**src/rtl/bup_pkg.sv**
```systemverilog
package bup_pkg;

   // Operation codes carried in the request beat.
   typedef enum logic [1:0] {
      OP_START_BLOCK = 2'd0,
      OP_DATA_BYTE   = 2'd1,
      OP_START_EXEC  = 2'd2,
      OP_SAMPLE      = 2'd3
   } op_type;

   // Handshake phases, one-hot.
   typedef enum logic [5:0] {
      PH_BOOT  = 6'b000001,
      PH_IDLE  = 6'b000010,
      PH_KICK  = 6'b000100,
      PH_READY = 6'b001000,
      PH_BYTE  = 6'b010000,
      PH_EXEC  = 6'b100000
   } phase_type;

   // Encoded phase as reported on the response.
   localparam logic [2:0] PHASE_CODE_BOOT  = 3'd0;
   localparam logic [2:0] PHASE_CODE_IDLE  = 3'd1;
   localparam logic [2:0] PHASE_CODE_KICK  = 3'd2;
   localparam logic [2:0] PHASE_CODE_READY = 3'd3;
   localparam logic [2:0] PHASE_CODE_BYTE  = 3'd4;
   localparam logic [2:0] PHASE_CODE_EXEC  = 3'd5;

   localparam logic [7:0] BOOT_SIG_A  = 8'hAA;
   localparam logic [7:0] BOOT_SIG_B  = 8'hBB;
   localparam logic [7:0] KICK_OFFSET = 8'h22;

   typedef struct packed {
      op_type      operation;
      logic [15:0] target_address;
      logic [15:0] byte_count;
      logic [7:0]  data_byte;
      logic [7:0]  port0_sample;
   } req_type;

   typedef struct packed {
      logic        addr_write_en;
      logic [15:0] addr_write_value;
      logic        port1_write_en;
      logic [7:0]  port1_write_value;
      logic        port0_write_en;
      logic [7:0]  port0_write_value;
      logic        accepted;
      logic        echo_matched;
      logic        block_done;
      logic [2:0]  phase_now;
   } rsp_type;

   function automatic logic [2:0] phase_code(input phase_type ph);
      logic [2:0] code;
      code = PHASE_CODE_BOOT;
      case (ph)
         PH_BOOT:  code = PHASE_CODE_BOOT;
         PH_IDLE:  code = PHASE_CODE_IDLE;
         PH_KICK:  code = PHASE_CODE_KICK;
         PH_READY: code = PHASE_CODE_READY;
         PH_BYTE:  code = PHASE_CODE_BYTE;
         PH_EXEC:  code = PHASE_CODE_EXEC;
         default:  code = PHASE_CODE_BOOT;
      endcase
      return code;
   endfunction

endpackage

```
**src/rtl/boot_upload_handshake_core.sv**
```systemverilog
// Host side of a mailbox boot upload handshake. Each request beat (a start-block,
// a data byte, a start-execute or a sample of the partner's port 0) produces exactly
// one response beat that says which port writes to make, whether the beat was legal
// in the current phase, whether an awaited echo was seen and which phase follows.
// One request beat is taken every clock cycle while request stall is low: the phase
// machine, the kick adder and the echo compare are combinational between the state
// registers and the output stage, so each response is registered in the response or skid register.
// A two-entry output stage (response register plus skid register) lets the block take
// a request while a finished response is still stalled; request stall rises only
// when both entries hold responses that have not been taken.
module boot_upload_handshake_core (
   input  logic              clock,
   input  logic              reset,
   input  logic              req_valid,
   output logic              req_stall,
   input  bup_pkg::req_type  req_data,
   output logic              rsp_valid,
   input  logic              rsp_stall,
   output bup_pkg::rsp_type  rsp_data
);
   import bup_pkg::*;

   // Handshake state.
   phase_type   phase_ff, phase_in;
   logic [7:0]  awaited_echo_ff, awaited_echo_in;
   logic [15:0] byte_index_ff, byte_index_in;
   logic [15:0] block_length_ff, block_length_in;

   // Output stage.
   logic    out_valid_ff, out_valid_in;
   rsp_type out_data_ff, out_data_in;
   logic    skid_valid_ff, skid_valid_in;
   rsp_type skid_data_ff, skid_data_in;

   logic    req_take;
   logic    rsp_take;
   rsp_type result;
   logic [7:0]  kick;
   logic [15:0] index_next;
   phase_type   phase_after;

   // A request is taken whenever the skid entry is free.
   assign req_stall = skid_valid_ff;
   assign req_take  = req_valid && !skid_valid_ff;
   assign rsp_take  = out_valid_ff && !rsp_stall;

   assign kick       = req_data.port0_sample + KICK_OFFSET;
   assign index_next = byte_index_ff + 16'd1;

   // Phase machine: decide the writes for this beat and the next state.
   // Illegal beats leave the state alone and report every write enable low.
   always_comb begin
      result          = '0;
      phase_after     = phase_ff;
      awaited_echo_in = awaited_echo_ff;
      byte_index_in   = byte_index_ff;
      block_length_in = block_length_ff;

      case (req_data.operation)
         OP_START_BLOCK: begin
            if (phase_ff == PH_IDLE && req_data.byte_count != 16'd0) begin
               result.addr_write_en     = 1'b1;
               result.addr_write_value  = req_data.target_address;
               result.port1_write_en    = 1'b1;
               result.port0_write_en    = 1'b1;
               result.accepted          = 1'b1;
               // A block kick must never be zero, since zero is the first index.
               if (kick == 8'd0) begin
                  result.port1_write_value = 8'd1;
                  result.port0_write_value = 8'd1;
                  awaited_echo_in          = 8'd1;
               end else begin
                  result.port1_write_value = kick;
                  result.port0_write_value = kick;
                  awaited_echo_in          = kick;
               end
               block_length_in = req_data.byte_count;
               byte_index_in   = 16'd0;
               phase_after     = PH_KICK;
            end
         end
         OP_DATA_BYTE: begin
            if (phase_ff == PH_READY) begin
               result.port1_write_en    = 1'b1;
               result.port1_write_value = req_data.data_byte;
               result.port0_write_en    = 1'b1;
               result.port0_write_value = byte_index_ff[7:0];
               result.accepted          = 1'b1;
               awaited_echo_in          = byte_index_ff[7:0];
               phase_after              = PH_BYTE;
            end
         end
         OP_START_EXEC: begin
            if (phase_ff == PH_IDLE) begin
               result.addr_write_en     = 1'b1;
               result.addr_write_value  = req_data.target_address;
               result.port1_write_en    = 1'b1;
               result.port0_write_en    = 1'b1;
               result.port0_write_value = kick;
               result.accepted          = 1'b1;
               awaited_echo_in          = kick;
               phase_after              = PH_EXEC;
            end
         end
         OP_SAMPLE: begin
            if (phase_ff == PH_BOOT) begin
               result.accepted = 1'b1;
               if (req_data.port0_sample == BOOT_SIG_A ||
                   req_data.port0_sample == BOOT_SIG_B) begin
                  result.echo_matched = 1'b1;
                  phase_after         = PH_IDLE;
               end
            end else if (phase_ff == PH_KICK || phase_ff == PH_BYTE ||
                         phase_ff == PH_EXEC) begin
               result.accepted = 1'b1;
               if (req_data.port0_sample == awaited_echo_ff) begin
                  result.echo_matched = 1'b1;
                  if (phase_ff == PH_KICK) begin
                     phase_after = PH_READY;
                  end else if (phase_ff == PH_EXEC) begin
                     phase_after = PH_IDLE;
                  end else begin
                     // Byte echo seen: advance and check for the end of the block.
                     byte_index_in = index_next;
                     if (index_next == block_length_ff) begin
                        result.block_done = 1'b1;
                        phase_after       = PH_IDLE;
                     end else begin
                        phase_after = PH_READY;
                     end
                  end
               end
            end
         end
         default: begin
            result = '0;
         end
      endcase

      result.phase_now = phase_code(phase_after);
      phase_in         = req_take ? phase_after : phase_ff;
      if (!req_take) begin
         awaited_echo_in = awaited_echo_ff;
         byte_index_in   = byte_index_ff;
         block_length_in = block_length_ff;
      end
   end

   // Output stage: the response register feeds the port, the skid register catches
   // a beat that arrives while the response register is stalled.
   always_comb begin
      out_valid_in  = out_valid_ff;
      out_data_in   = out_data_ff;
      skid_valid_in = skid_valid_ff;
      skid_data_in  = skid_data_ff;
      if (!out_valid_ff || rsp_take) begin
         if (skid_valid_ff) begin
            out_valid_in  = 1'b1;
            out_data_in   = skid_data_ff;
            skid_valid_in = 1'b0;
         end else begin
            out_valid_in = req_take;
            out_data_in  = result;
         end
      end else if (req_take) begin
         skid_valid_in = 1'b1;
         skid_data_in  = result;
      end
   end

   always_ff @(posedge clock) begin
      if (reset) begin
         phase_ff        <= PH_BOOT;
         awaited_echo_ff <= 8'd0;
         byte_index_ff   <= 16'd0;
         block_length_ff <= 16'd0;
         out_valid_ff    <= 1'b0;
         skid_valid_ff   <= 1'b0;
      end else begin
         phase_ff        <= phase_in;
         awaited_echo_ff <= awaited_echo_in;
         byte_index_ff   <= byte_index_in;
         block_length_ff <= block_length_in;
         out_valid_ff    <= out_valid_in;
         skid_valid_ff   <= skid_valid_in;
      end
   end

   always_ff @(posedge clock) begin
      out_data_ff  <= out_data_in;
      skid_data_ff <= skid_data_in;
   end

   assign rsp_valid = out_valid_ff;
   assign rsp_data  = out_data_ff;

`ifndef SYNTHESIS
   // The skid entry is only ever filled behind a held response.
   assert property (@(posedge clock) disable iff (reset)
      skid_valid_ff |-> out_valid_ff)
      else $error("skid entry valid without a response entry");

   // An echo can only be reported on a legal beat.
   assert property (@(posedge clock) disable iff (reset)
      (rsp_valid && rsp_data.echo_matched) |-> rsp_data.accepted)
      else $error("echo matched on a rejected beat");

   // Finishing a block always returns to idle.
   assert property (@(posedge clock) disable iff (reset)
      (rsp_valid && rsp_data.block_done) |-> (rsp_data.phase_now == PHASE_CODE_IDLE))
      else $error("block done without returning to idle");

   // A rejected beat makes no port writes.
   assert property (@(posedge clock) disable iff (reset)
      (rsp_valid && !rsp_data.accepted) |->
         (!rsp_data.addr_write_en && !rsp_data.port1_write_en && !rsp_data.port0_write_en))
      else $error("port write on a rejected beat");
`endif

endmodule

```
**config.mk**
```make
export PLATFORM = sky130hd
export DESIGN_NAME = boot_upload_handshake_core
export DESIGN_NICKNAME = d
export VERILOG_FILES = /design/src/rtl/bup_pkg.sv /design/src/rtl/boot_upload_handshake_core.sv
export SDC_FILE = /design/constraint.sdc
export NUM_CORES = 1
export LEC_CHECK = 0
export BUFFER_PORTS_ARGS = -buffer_cell sky130_fd_sc_hd__buf_2
export CORE_AREA = 2 2 108 110
export CTS_CLUSTER_DIAMETER = 40
export DETAILED_ROUTE_END_ITERATION = 12
export DIE_AREA = 0 0 110 112
export GPL_ROUTABILITY_DRIVEN = 0
export PLACE_DENSITY_LB_ADDON = 0.05
export SLEW_MARGIN = 25
export SYNTH_ARGS = -nofsm -noshare
export SYNTH_HDL_FRONTEND = slang
export SYNTH_SLANG_ARGS = --single-unit
```
**constraint.sdc**
```tcl
create_clock -name clock -period 5.8 [get_ports clock]
set_clock_uncertainty 0.1 [all_clocks]
set_input_delay 0.29 -clock clock [delete_from_list [all_inputs] [get_ports clock]]
set_output_delay 0.29 -clock clock [all_outputs]
set_load 0.005 [all_outputs]
```
==> impl_metrics.toml, run 1 <==
[cts]
cts.sinks = 128
clkSlewWorstSetupHoldPaths_ns = 0.06
cts_hold_buf = 0
cts_buffer_depth = 2
cts_setup_buffers = 0
cts_tree = "built"
clk_latency_ns = 0.42
root_buffer = "clkbuf_16"
htree_levels = 4
cts_resized = 0
cts_buffers = 17

[power]
switching_power_mw = 0.493
p_leak_nw = 3.10
swShare = 0.218
power.internal_mw = 1.76
clkPwrFrac = 0.494
total_power_mw = 2.26
vdd_drop_max_uv = 229
p_comb_frac = 0.063
seq_power_share = 0.443
power_density_nw_per_um2 = 285

[critical_path]
critical_path.max_fanout = 9
crit_top_cell = "nand4_2"
cpMaxStageDelayCell = "or4b_4"
cp.arrival_ns = 3.59
cp.required_ns = 5.92
critPathTopFamily = "simple AND/OR/NAND/NOR gates"
cp_cell_sequence = "ha_1 -> nand4_2 -> or4b_4 -> xnor2_2 -> nor4_2 -> nand4_2 -> a21o_1 -> mux2i_1 -> a2111oi_2"
slowest_delay_ns = 0.55
path_depth = 9
crit_path_start_kind = "flop"
cp_num_buf_inv = 0
reg2reg_depth = 9
crit_type = "flop to flop"
crit_path_end_kind = "flop"

[sta]
setup_viol = 0
worst_slew_pin_slew_ns = 0.932
hold_violations = 0
slew_headroom = 0.379
finalCritPeriodShare = 0.599
rsz0062_at_grt = "false"
fin_crit_ns = 3.48
fmax_ghz = 0.288
tns_ns = 0
slew_violations = 0

[logic_synthesis]
ys_seq_area_frac = 0.493
synthTopCellsByArea = "edfxtp_1 35%, dfxtp_1 14%, mux2_2 5.0%, nor2_1 3.8%, a21oi_1 3.6%"
synth_edf_count = 80
synth-xor-area-share = 0.0483
synth_compound_area_frac = 0.141
synthAdderAreaFrac = 0.0110
syn_area_per_cell_sq_um = 10.2
yosysTopAreaCell = "edfxtp_1"
async_reset_ff_frac = 0
yosysTopAreaCellShare = 0.352
synth_cells = 670
synth_area_sq_um = 6820
ys_warn_count = 0
synth_seq_cells = 128
synth-simple-area-share = 0.201
yosys.cell_types.count = 72
synth_fp_nets = 730
synth.area.mux_share = 0.0589
yosys_most_used_dff = "edfxtp_1"
synth_top_family_by_area = "simple AND/OR/NAND/NOR gates"

[die]
io_pins = 97
std_cell_rows = 39
dieArea_sq_um = 12300
die_x_microns = 110
die_y_microns = 112
start_util = 0.610
core_area_sq_um = 11200

[finish]
nFillCells = 807
utilization = 0.709
final-seq-area_sq_um = 3360
finalNetCount = 803
syn2layout_area_growth_pct = 16.1
multi_input_area_sq_um = 3160
drive_gt1_frac = 0.259
diodes = 0

[drt]
drt_iter0_drc = 394
via_per_inst = 6.06
drt-total-wl_mm = 16.2
avgRoutedWirePerCell_microns = 18.0
ant_nets = 0
num_vias = 5448
drcViolationCount = 0
first_pass_iters = 5

[place]
port_buffers = 96
place_hpwl_mm = 10.9

[global_route]
grtUsageTotal = 0.271
grt_start_max_net_pins = 49
antenna_found_initial = 0
grt_pass1_wl_mm = 25.7
first_global_vias = 5171
grt_overflow_total = 0

[run_status]
status = "finished clean"

[min_path]
hp-class = "input pin to flop"
whs_path_depth = 3

[job]
drv_cap = 0
==> through the flow <==
step	setup WS (ns)	hold WS (ns)	cell area [sq um]	cells
floorplan	2.09	0.337	6820	670
global placement	2.56	0.363	7300	867
detailed placement	2.38	0.365	7300	867
CTS	2.35	0.0219	7920	899
global route	2.13	0.0327	7920	899
finish	2.32	0.0309	7920	899
==> cell families after synthesis <==
group,after synthesis
AO/OA/AOI/OAI,142
XOR/XNOR,35
multiplexers,36
adder cells (fa/ha/maj),6
AND/OR/NAND/NOR,258
buffers and inverters,65
flip-flops,128
==> flip-flops by register name, summed over array words and instances (netlist names) <==
| name | flops |
|---|---|
| awaited_echo_ff | 8 |
| block_length_ff | 16 |
| byte_index_ff | 16 |
| phase_ff | 6 |
| req_stall | 1 |
| rsp_data | 40 |
| rsp_valid | 1 |
| skid_data_ff | 40 |
==> power groups by stage <==
stage	clock, mW	combinational, mW	sequential (mW)
2_1_floorplan	0	0.0788	1.02
4_1_cts	1.12	0.140	1.00
3_3_place_gp	0	0.137	1.02
3_5_place_dp	0	0.139	1.02
5_1_grt	1.16	0.156	1.00
6_report	1.12	0.141	1.00
==> tightest hold or removal path: cells and delay by family <==
kind,cells,cell delay [ns]
AOI/OAI and AO/OA,1,0.05
buffers and inverters,1,0.11
and+or+nand+nor,1,0.06
==> cell type report <==
type,instances,share of cell area
multi-input combinational,477,0.399
clock inverter,15,0.0243
timing repair buffer,105,0.0692
clock buffer,17,0.0537
tap,143,0.0226
sequential,128,0.425
inverter,14,0.00664
==> placed cells by master, fill, tap and decap left out, types with 11 or more instances in the layout <==
cell type | netlist | final
o21ai_0 | 18 | 18
nand3_1 | 29 | 29
nor3_1 | 20 | 20
nor2b_1 | 22 | 20
nor2_1 | 69 | 69
inv_1 | 14 | 14
clkbuf_16 | 0 | 17
a21o_1 | 15 | 15
buf_2 | 7 | 96
a21oi_1 | 49 | 49
xnor2_1 | 22 | 22
mux2_2 | 30 | 30
dfxtp_1 | 48 | 48
nand2_1 | 49 | 48
xor2_1 | 11 | 11
edfxtp_1 | 80 | 80
==> per-layer routing <==
metal | global-route usage | up-vias | part of all wire
li1 | - | 2594 | -
met1 | 0.355 | 2612 | 0.44
met2 | 0.432 | 208 | 0.47
met3 | 0.0574 | 34 | 0.063
met4 | 0.116 | 0 | 0.024
met5 | 0 | - | 0
==> final timing paths <==
check	start	endpoint	slack, ns
worst max-delay path	byte_index_ff[0]	skid_data_ff[1]	2.32
worst min-delay path	req_data[16]	block_length_ff[0]	0.03
worst max register to register	byte_index_ff[0]	skid_data_ff[1]	2.32
worst min register to register	block_length_ff[8]	block_length_ff[8]	0.38
==> Yosys cell counts (9+ instances only) <==
library cell	n
xnor2_1	22
nand3_1	29
xor2_1	11
a211oi_1	9
a21o_1	15
mux2_2	30
nand4_1	10
nand2_1	49
dfxtp_1	48
clkbuf_1	32
a22oi_1	10
nor2b_1	22
o21ai_0	18
edfxtp_1	80
nor3_1	20
inv_1	14
nor2_1	69
a21oi_1	49
Note: power is estimated with default switching activity, not from simulation.
==> run 2: changes to the inputs <==
- CORE_AREA: 2 2 108 110 -> 2 2 118 120
- DIE_AREA: 0 0 110 112 -> 0 0 120 122
- clock period: 5.8 -> 3 ns (I/O delays scaled with it)
==> run 2 against run 1 <==
  * Count of clock-buffer cells in the layout up 4
  * Clock power up 88%
  * Combinational power up 130%
  * Non-clock buffer count up 70
  * Register-to-register slack worse by 2.3 ns
  * Critical path depth up 1
  * Critical path type unchanged
  * Largest power group unchanged
==> impl_metrics.toml, run 2 (same netlist as run 1, synthesis figures left out) <==
[sta]
fmax_ghz = 0.341
hold_violations = 0
slew_violations = 0
worst_slew_pin_slew_ns = 0.929
finalCritPeriodShare = 0.978
holdWs_ns = 0.0283
slew_headroom = 0.381
rsz0062_at_grt = "true"
setup_viol = 0
fin_ws_ns = 0.0673
fin_crit_ns = 2.93

[critical_path]
slowest_delay_ns = 0.55
cp_cell_sequence = "ha_4 -> nand4_2 -> or4b_4 -> xnor2_2 -> nor4_4 -> nand4_2 -> a21o_4 -> buf_4 -> o41ai_2 -> a21o_1"
cpMaxStageDelayCell = "or4b_4"
critical_path.max_fanout = 4
cp.arrival_ns = 3.12
crit_path_end_kind = "flop"
crit_top_cell = "nand4_2"
crit_path_start_kind = "flop"
crit_type = "flop to flop"
cp.required_ns = 3.19

[cts]
root_buffer = "clkbuf_16"
cts_buffer_depth = 2
cts.sinks = 128
htree_levels = 4
clk_latency_ns = 0.42
clkSlewWorstSetupHoldPaths_ns = 0.06
cts_tree = "built"
cts_buffers = 17

[die]
die_y_microns = 122
dieArea_sq_um = 14600
die_x_microns = 120
std_cell_rows = 43
start_util = 0.505
io_pins = 97
core_area_sq_um = 13500

[power]
total_power_mw = 4.36
power_density_nw_per_um2 = 506
p_leak_nw = 3.42
vdd_drop_max_uv = 293

[drt]
num_vias = 5606
drt-total-wl_mm = 16.5
drt_iter0_drc = 346
first_pass_iters = 5
avgRoutedWirePerCell_microns = 16.5
via_per_inst = 5.57
ant_nets = 0
drcViolationCount = 0

[min_path]
hp-class = "input pin to flop"

[place]
place_inst = 934
preCtsSetupSlack_ns = -0.0640
port_buffers = 96
place_hpwl_mm = 11.5

[finish]
syn2layout_area_growth_pct = 26.3
diodes = 0
final_common_cell = "buf_2"
drive_gt1_frac = 0.283
stdcell_count = 1006
most-common-layout-cells = "96 x buf_2, 80 x edfxtp_1, 69 x nor2_1"
finalNetCount = 873
nFillCells = 1081

[global_route]
grt_start_max_net_pins = 49
grtUsageTotal = 0.233
grt_pass1_wl_mm = 26.7
antenna_found_initial = 0
first_global_vias = 5480
grt_overflow_total = 0

[run_status]
status = "finished clean"

[job]
drv_cap = 0
[run 2: cell count changes in the layout (fill, tap and decap cells not counted), moves of 2 or more]
cell / before / now
dlygate4sd3_1: 0 / 37
buf_4: 9 / 42
clkbuf_1: 0 / 4
clkinv_1: 3 / 0
clkinv_4: 4 / 1
dfxtp_1: 48 / 45
dfxtp_2: 0 / 3
clkinv_2: 2 / 4
[run 2: worst max-delay path: cells and delay by family, from the launching register on]
kind	cells	cell delay (ns)
fa+ha+maj	1	0.17
xor+xnor	1	0.17
compound gates	3	0.74
flops	1	0.36
simple gates	4	1.13
buf+inv	1	0.14
[run 2: path summary, 6_finish.rpt]
| check | depth (start not counted) | from | slack, ns | end |
|---|---|---|---|---|
| setup / recovery | 10 | byte_index_ff[0] | 0.07 | rsp_data[0] |
| hold / removal | 2 | req_data[34] | 0.03 | skid_data_ff[26] |
| setup reg to reg | 10 | byte_index_ff[0] | 0.07 | rsp_data[0] |
| hold reg to reg | 2 | block_length_ff[13] | 0.38 | block_length_ff[13] |
[run 2: area by class of cell]
type,count,area [sq um],area share
inverter,14,52.6,0.00610
clock buffer,21,440,0.0511
multi-input combinational,477,3200,0.371
clock inverter,11,164,0.0190
sequential,128,3370,0.391
tap,180,225,0.0261
timing repair buffer,175,1170,0.135
[run 2: report_power, final]
group | total, mW | internal (mW) | switching (mW)
clock network | 2.11 | 1.38 | 0.727
logic | 0.318 | 0.150 | 0.168
registers | 1.93 | 1.92 | 0.0185
total | 4.36 | 3.45 | 0.913
[run 2: metal layers]
metal	GRT usage	routed length, microns	vias up
met5	0	0	-
met4	0.107	426	0
met3	0.0398	723	29
met2	0.405	8070	175
met1	0.282	7330	2667
li1	-	-	2735
[run 2: timing repair]
item                                    4_1_cts  5_1_grt
endpoints found under the setup margin        1        4
hold endpoints to repair                     38        0
hold buffers                                 37        0
resized for setup                             4        7
pin swaps                                     1        5
buffers inserted                              0        3
[run 2: through the flow]
step | utilization | cell area (sq um) | setup TNS, ns
floorplan | - | 6820 | 0
global placement | 0.561 | 7570 | 0
detailed placement | 0.561 | 7570 | -0.0640
CTS | 0.634 | 8570 | 0
global route | 0.638 | 8610 | -0.241
finish | 0.638 | 8610 | 0
